## src/u8d_pkg.sv

```systemverilog
// Types and constants of the UTF-8 sequence decoder.
// Used by the classify stage, the assemble stage and the top level.
package u8d_pkg;

   localparam logic [7:0] LEAD6_MIN  = 8'hFC;
   localparam logic [7:0] LEAD5_MIN  = 8'hF8;
   localparam logic [7:0] LEAD4_MIN  = 8'hF0;
   localparam logic [7:0] LEAD3_MIN  = 8'hE0;
   localparam logic [7:0] LEAD2_MIN  = 8'hC0;
   localparam logic [7:0] CONT_MASK  = 8'hC0;
   localparam logic [7:0] CONT_TAG   = 8'h80;
   localparam logic [2:0] AVAIL_MAX  = 3'd6;
   localparam int         NUM_CONT   = 5;
   localparam int         CP_WIDTH   = 31;

   // Result of the first stage: lead class and per-byte continuation data.
   typedef struct packed {
      logic       empty;
      logic [2:0] avail;
      logic [2:0] extra;
      logic [7:0] lead_payload;
      logic [4:0] cont_ok;
      logic [29:0] cont_bits;
   } class_type;

   // Result of the second stage before zeroing on error.
   typedef struct packed {
      logic        empty;
      logic        err;
      logic [2:0]  used;
      logic [30:0] value;
   } asm_type;

endpackage

```

## src/utf8_sequence_decoder.sv

```systemverilog
// Top level of the UTF-8 sequence decoder: three register stages.
// Depends on u8d_pkg, u8d_classify and u8d_assemble.
//
// Decodes one UTF-8 sequence (1 to 6 byte form) per beat. A window is taken
// on every cycle in which start is high and busy is low; busy is high only
// during reset. Each result passes the classification, assembly and output
// registers in that order and appears for one cycle, marked by rsp_valid.
// The receiver must take every result as shown.
module utf8_sequence_decoder (
   input  logic        clock,
   input  logic        reset,
   input  logic        start,
   output logic        busy,
   input  logic [7:0]  req_byte_0,
   input  logic [7:0]  req_byte_1,
   input  logic [7:0]  req_byte_2,
   input  logic [7:0]  req_byte_3,
   input  logic [7:0]  req_byte_4,
   input  logic [7:0]  req_byte_5,
   input  logic [2:0]  req_bytes_available,
   output logic        rsp_valid,
   output logic [30:0] rsp_code_point,
   output logic [2:0]  rsp_bytes_used,
   output logic        rsp_error
);

   logic                cls_valid;
   u8d_pkg::class_type  cls_data;
   logic                asm_valid;
   u8d_pkg::asm_type    asm_data;

   logic                valid_ff;
   logic [30:0]         code_point_ff;
   logic [30:0]         code_point_in;
   logic [2:0]          bytes_used_ff;
   logic [2:0]          bytes_used_in;
   logic                error_ff;

   assign busy = reset;

   u8d_classify u_classify (
      .clock           (clock),
      .reset           (reset),
      .in_valid        (start && !busy),
      .byte_0          (req_byte_0),
      .byte_1          (req_byte_1),
      .byte_2          (req_byte_2),
      .byte_3          (req_byte_3),
      .byte_4          (req_byte_4),
      .byte_5          (req_byte_5),
      .bytes_available (req_bytes_available),
      .out_valid       (cls_valid),
      .out_class       (cls_data)
   );

   u8d_assemble u_assemble (
      .clock     (clock),
      .reset     (reset),
      .in_valid  (cls_valid),
      .in_class  (cls_data),
      .out_valid (asm_valid),
      .out_asm   (asm_data)
   );

   // An empty window and an error both report zero value and zero length.
   always_comb begin
      if (asm_data.empty || asm_data.err) begin
         code_point_in = '0;
         bytes_used_in = 3'd0;
      end else begin
         code_point_in = asm_data.value;
         bytes_used_in = asm_data.used;
      end
   end

   always_ff @(posedge clock) begin
      if (reset) begin
         valid_ff <= 1'b0;
      end else begin
         valid_ff <= asm_valid;
      end
   end

   always_ff @(posedge clock) begin
      code_point_ff <= code_point_in;
      bytes_used_ff <= bytes_used_in;
      error_ff      <= asm_data.err;
   end

   assign rsp_valid      = valid_ff;
   assign rsp_code_point = code_point_ff;
   assign rsp_bytes_used = bytes_used_ff;
   assign rsp_error      = error_ff;

endmodule

```

## src/u8d_classify.sv

```systemverilog
// First stage of the decoder: classifies the lead byte and checks the
// continuation prefixes of the window. Depends on u8d_pkg.
module u8d_classify (
   input  logic                 clock,
   input  logic                 reset,
   input  logic                 in_valid,
   input  logic [7:0]           byte_0,
   input  logic [7:0]           byte_1,
   input  logic [7:0]           byte_2,
   input  logic [7:0]           byte_3,
   input  logic [7:0]           byte_4,
   input  logic [7:0]           byte_5,
   input  logic [2:0]           bytes_available,
   output logic                 out_valid,
   output u8d_pkg::class_type   out_class
);

   logic                valid_ff;
   u8d_pkg::class_type  class_ff;
   u8d_pkg::class_type  class_in;
   logic [7:0]          cont [u8d_pkg::NUM_CONT];

   assign cont[0] = byte_1;
   assign cont[1] = byte_2;
   assign cont[2] = byte_3;
   assign cont[3] = byte_4;
   assign cont[4] = byte_5;

   always_comb begin
      class_in.empty = (bytes_available == 3'd0);
      class_in.avail = (bytes_available > u8d_pkg::AVAIL_MAX) ? u8d_pkg::AVAIL_MAX
                                                               : bytes_available;
      if (byte_0 >= u8d_pkg::LEAD6_MIN) begin
         class_in.extra        = 3'd5;
         class_in.lead_payload = byte_0 & 8'h01;
      end else if (byte_0 >= u8d_pkg::LEAD5_MIN) begin
         class_in.extra        = 3'd4;
         class_in.lead_payload = byte_0 & 8'h03;
      end else if (byte_0 >= u8d_pkg::LEAD4_MIN) begin
         class_in.extra        = 3'd3;
         class_in.lead_payload = byte_0 & 8'h07;
      end else if (byte_0 >= u8d_pkg::LEAD3_MIN) begin
         class_in.extra        = 3'd2;
         class_in.lead_payload = byte_0 & 8'h0F;
      end else if (byte_0 >= u8d_pkg::LEAD2_MIN) begin
         class_in.extra        = 3'd1;
         class_in.lead_payload = byte_0 & 8'h1F;
      end else begin
         class_in.extra        = 3'd0;
         class_in.lead_payload = byte_0;
      end
      for (int i = 0; i < u8d_pkg::NUM_CONT; i++) begin
         class_in.cont_ok[i]         = ((cont[i] & u8d_pkg::CONT_MASK) == u8d_pkg::CONT_TAG);
         class_in.cont_bits[6*i +: 6] = cont[i][5:0];
      end
   end

   always_ff @(posedge clock) begin
      if (reset) begin
         valid_ff <= 1'b0;
      end else begin
         valid_ff <= in_valid;
      end
   end

   always_ff @(posedge clock) begin
      class_ff <= class_in;
   end

   assign out_valid = valid_ff;
   assign out_class = class_ff;

endmodule

```

## src/u8d_assemble.sv

```systemverilog
// Second stage of the decoder: checks length and prefixes and packs the
// payload bits into the code point. Depends on u8d_pkg.
module u8d_assemble (
   input  logic                 clock,
   input  logic                 reset,
   input  logic                 in_valid,
   input  u8d_pkg::class_type   in_class,
   output logic                 out_valid,
   output u8d_pkg::asm_type     out_asm
);

   logic               valid_ff;
   u8d_pkg::asm_type   asm_ff;
   u8d_pkg::asm_type   asm_in;
   logic [4:0]         need;
   logic [29:0]        c;
   logic [7:0]         p;

   assign c = in_class.cont_bits;
   assign p = in_class.lead_payload;

   always_comb begin
      for (int i = 0; i < u8d_pkg::NUM_CONT; i++) begin
         need[i] = (3'(i) < in_class.extra);
      end
      asm_in.empty = in_class.empty;
      // A sequence that needs more bytes than are available, or a needed byte
      // without the continuation prefix, is an error.
      asm_in.err   = !in_class.empty &&
                     ((in_class.extra >= in_class.avail) || (|(need & ~in_class.cont_ok)));
      asm_in.used  = in_class.extra + 3'd1;
      case (in_class.extra)
         3'd0:    asm_in.value = {23'd0, p};
         3'd1:    asm_in.value = {20'd0, p[4:0], c[5:0]};
         3'd2:    asm_in.value = {15'd0, p[3:0], c[5:0], c[11:6]};
         3'd3:    asm_in.value = {10'd0, p[2:0], c[5:0], c[11:6], c[17:12]};
         3'd4:    asm_in.value = {5'd0, p[1:0], c[5:0], c[11:6], c[17:12], c[23:18]};
         3'd5:    asm_in.value = {p[0], c[5:0], c[11:6], c[17:12], c[23:18], c[29:24]};
         default: asm_in.value = '0;
      endcase
   end

   always_ff @(posedge clock) begin
      if (reset) begin
         valid_ff <= 1'b0;
      end else begin
         valid_ff <= in_valid;
      end
   end

   always_ff @(posedge clock) begin
      asm_ff <= asm_in;
   end

   assign out_valid = valid_ff;
   assign out_asm   = asm_ff;

endmodule

```

## config.mk

```make
export PLATFORM = sky130hd
export DESIGN_NAME = utf8_sequence_decoder
export DESIGN_NICKNAME = d
export VERILOG_FILES = /design/src/u8d_pkg.sv /design/src/utf8_sequence_decoder.sv /design/src/u8d_classify.sv /design/src/u8d_assemble.sv
export SDC_FILE = /design/constraint.sdc
export NUM_CORES = 1
export LEC_CHECK = 0
export ABC_AREA = 1
export BUFFER_PORTS_ARGS = -buffer_cell sky130_fd_sc_hd__buf_2
export CAP_MARGIN = 20
export CORE_ASPECT_RATIO = 1.2
export CORE_MARGIN = 2
export CORE_UTILIZATION = 45
export CTS_BUF_LIST = sky130_fd_sc_hd__clkbuf_8 sky130_fd_sc_hd__clkbuf_16
export DETAILED_ROUTE_END_ITERATION = 7
export PLACE_DENSITY = 0.66
export SETUP_SLACK_MARGIN = 0.3
export SYNTH_ARGS = -nofsm -noshare
export SYNTH_HDL_FRONTEND = slang
export SYNTH_HIERARCHICAL = 1
export SYNTH_SLANG_ARGS = --single-unit
```

## constraint.sdc

```tcl
create_clock -name clock -period 1.71 [get_ports clock]
set_input_delay 0.171 -clock clock [delete_from_list [all_inputs] [get_ports clock]]
set_output_delay 0.171 -clock clock [all_outputs]
set_load 0.05 [all_outputs]
```

==> out/results.tsv <==
stage	metric	value	unit
floorplan	Std-Cell Rows	37	
clocking	worst skew pair latency	0.51	ns
global_routing	largest net degree at the start of global routing	35	
floorplan	Core Area	0.00866	mm2
cells_and_area	most frequent cells in the layout	121 x dfxtp_1, 90 x buf_2, 84 x inv_1	
logic_synthesis	largest family of logic cells by synthesized area	simple AND/OR/NAND/NOR gates	
setup_path	Worst EP arrival	1.75	ns
logic_synthesis	Post-synth EDFFs	0	
logic_synthesis	largest cells by area after synthesis	dfxtp_1 61%, inv_1 7.9%, nand2_1 6.9%	
cells_and_area	commonest non-fill, non-tap cell in the layout	dfxtp_1	
pwr	Sw Ratio	22.7	%
pwr	sequential fraction of design power	42.5	%
logic_synthesis	FFs w/ async S/R, synth	0	%
worst_hold_path	hold path depth	2	
global_routing	All-Layer GR Usage	19.6	%
sta	Setup Viol. Count Final	0	
detailed_routing	DR vias	3200	
sta	Final Cycle Share	79.8	%
detailed_routing	Post-Route WL	8.93	mm
sta	Tmin final	1.36	ns
sta	RSZ-0062 raised after global routing	yes	
pwr	worst vdd ir	0.828	mV
pwr	Leakage	0.00280	uW
logic_synthesis	top-area cell type share of the netlist area	61.2	%
logic_synthesis	Main synth FF type	dfxtp_1	
logic_synthesis	Distinct cells, synth	33	
logic_synthesis	Post-Synth XOR/XNOR Area	0.216	%
logic_synthesis	synthesized cell area	0.00406	mm2
pwr	power density over cell area	1260	mW/mm2
logic_synthesis	post-synthesis mux area share	0	%
global_routing	number of global-route vias before repair	3230	
logic_synthesis	warnings from Yosys	6	
clocking	clock sink count	124	
detailed_routing	DRT iter0 DRCs	197	
sta	Rel. slew slack	65.8	%
floorplan	total die area	0.00980	mm2
clocking	CTS root buf	clkbuf_8	
sta	Slew Limit Fails	0	
sta	Worst Max-Slew Pin Slew	0.512	ns
pwr	Clock power frac	48.6	%
sta	Setup Total Neg Slack	0	ns
setup_path	r2r worst-path depth	8	
setup_path	Critical Path RT	2.10	ns
logic_synthesis	synthesized instance count	441	
floorplan	Initial Util	46.9	%
sta	final hold vios	0	
logic_synthesis	Yosys top cell by area	dfxtp_1	
floorplan	Die X	90.7	um
setup_path	Max FO, Critical Path	5	
cells_and_area	Layout Nets	658	
cells_and_area	Design Area, Final	0.00580	mm2
sta	Max Clk Rate	0.733	GHz
logic_synthesis	Syn Area/Cell	9.20	um2
setup_path	Crit. End Element	register	
logic_synthesis	Synth Area in Compound Gates	8.51	%
cells_and_area	Ant. Diodes	0	
floorplan	Die Y-Extent	108	um
placed_design	placed inst area	0.00455	mm2
global_routing	antenna violations before repair	0	
detailed_routing	Final ANT Viol Nets	0	
setup_path	Critical Path Start Type	input pin	
placed_design	input/output buffers	90	
detailed_routing	vias per cell	4.40	
logic_synthesis	Post-Synth Adder-Cell Area	2.16	%
cells_and_area	area added between synthesis and finish	42.9	%
clocking	H-tree depth	4	
global_routing	grt ovf	0	
logic_synthesis	Simple-Gate Fraction of Synth Area	16.2	%
pwr	Int Power	5660	uW
placed_design	post-DP HPWL	5.38	mm
detailed_routing	DRC Markers	0	
clocking	total CTS buffers	17	
setup_path	Crit Path Class	input pin to register	
pwr	switching power	1660	uW
clocking	Max Root-Sink Buffers	2	
pwr	Gate power share	8.9	%
job	Max Cap Viol	0	
sta	Setup Skew	0.0134	ns
detailed_routing	WL per Instance	12.3	um
cells_and_area	layout cell share with drive strength beyond 1	25.9	%
detailed_routing	First-pass DRT Iterations	4	
clocking	CTS tree	done	
global_routing	first-pass GRT wire length	14.8	mm
logic_synthesis	register area share after synthesis	61.2	%
placed_design	placer congestion estimate	0.897	
logic_synthesis	Synth Net Count	502	
floorplan	Ports	91	
logic_synthesis	Synth Register Bits	124	
status	outcome	complete, no violations	
clocking	Clock transition at path regs	0.05	ns
worst_hold_path	Hold Crit Class	input pin to register	
-- final cells by class --
cell class | count | area [um2]
Sequential cell | 124 | 2490
Multi-Input combinational cell | 212 | 1130
Fill cell | 690 | 2860
Clock inverter | 11 | 143
Clock buffer | 21 | 469
Tap cell | 117 | 146
Inverter | 90 | 354
Timing Repair Buffer | 152 | 1070
-- routing by layer --
layer	global-route usage [%]	vias up	wire, um
met4	10.2	0	144
li1	-	1643	-
met5	0	-	0
met2	33.3	116	4550
met3	6.06	13	459
met1	22.1	1428	3780
-- path summary, 6_finish.rpt --
path	startpoint	endpoint	slack (ns)
min	req_byte_4[0]	u_classify/out_class[18]	0.30
max	req_byte_0[7]	u_classify/out_class[36]	0.35
min reg2reg	u_assemble/out_asm[34]	rsp_error	0.35
max reg2reg	u_classify/out_class[43]	u_assemble/out_asm[6]	0.35
-- flip-flops by register name (all words and copies together) (netlist names) --
signal / flops
rsp_bytes_used: 3
u_classify/out_class: 50
rsp_valid: 1
rsp_code_point: 31
u_classify/out_valid: 1
rsp_error: 1
u_assemble/out_valid: 1
u_assemble/out_asm: 36
-- what timing repair did --
item | 4_1_cts | 5_1_grt
setup endpoints to repair | 21 | 16
setup buffers | 2 | 1
pin swaps | 0 | 8
resized for setup | 5 | 15
hold buffers | 56 | 0
endpoints found under the hold margin | 53 | 0
-- stage by stage --
step | utilization, % | setup slack (ns) | total power [uW] | cells | hold WS [ns]
2_1_floorplan | - | 0.414 | 3550 | 441 | 0.199
3_3_place_gp | 52.6 | 0.151 | 3700 | 636 | 0.274
3_5_place_dp | 52.6 | 0.169 | 3710 | 636 | 0.275
4_1_cts | 66.4 | 0.301 | 7370 | 726 | 0.273
5_1_grt | 67.0 | 0.277 | 7630 | 727 | 0.278
6_report | 67.0 | 0.346 | 7320 | 727 | 0.295
-- Yosys cell counts (2+ instances only) --
library cell	n
dfxtp_1	124
nor2_1	60
nand2_4	3
a21oi_1	5
ha_1	7
o2111ai_1	2
o221ai_1	3
o21ai_0	6
nor3_1	2
inv_1	85
nand2_2	5
buf_6	10
o211ai_1	8
nand2_1	75
nor2_4	2
inv_2	3
nor2_2	4
o22ai_1	8
clkbuf_1	2
o2111ai_2	3
o21ai_1	8
nand3_1	4
buf_2	2
-- worst max-delay path, stage by stage --
cell,delay [ns]
dlygate4sd3_1,0.53
buf_2,0.13
nand2_2,0.09
nor2_4,0.18
a21oi_1,0.08
dlygate4sd3_1,0.56
-- power groups by stage --
stage / combinational [uW] / clock, uW / sequential [uW]
4_1_cts: 634 / 3620 / 3110
5_1_grt: 714 / 3790 / 3120
6_report: 654 / 3560 / 3110
3_3_place_gp: 529 / 0 / 3170
3_5_place_dp: 534 / 0 / 3170
2_1_floorplan: 241 / 0 / 3310
-- cells by family (layout without fill, tap and decap cells) --
family / Yosys count / in the layout
AO/OA/AOI/OAI: 48 / 48
XOR/XNOR: 1 / 1
adder cells (fa/ha/maj): 7 / 7
flip-flops: 124 / 124
buffers and inverters: 105 / 274
AND/OR/NAND/NOR: 156 / 156
Note: power is estimated with default switching activity, not from simulation.
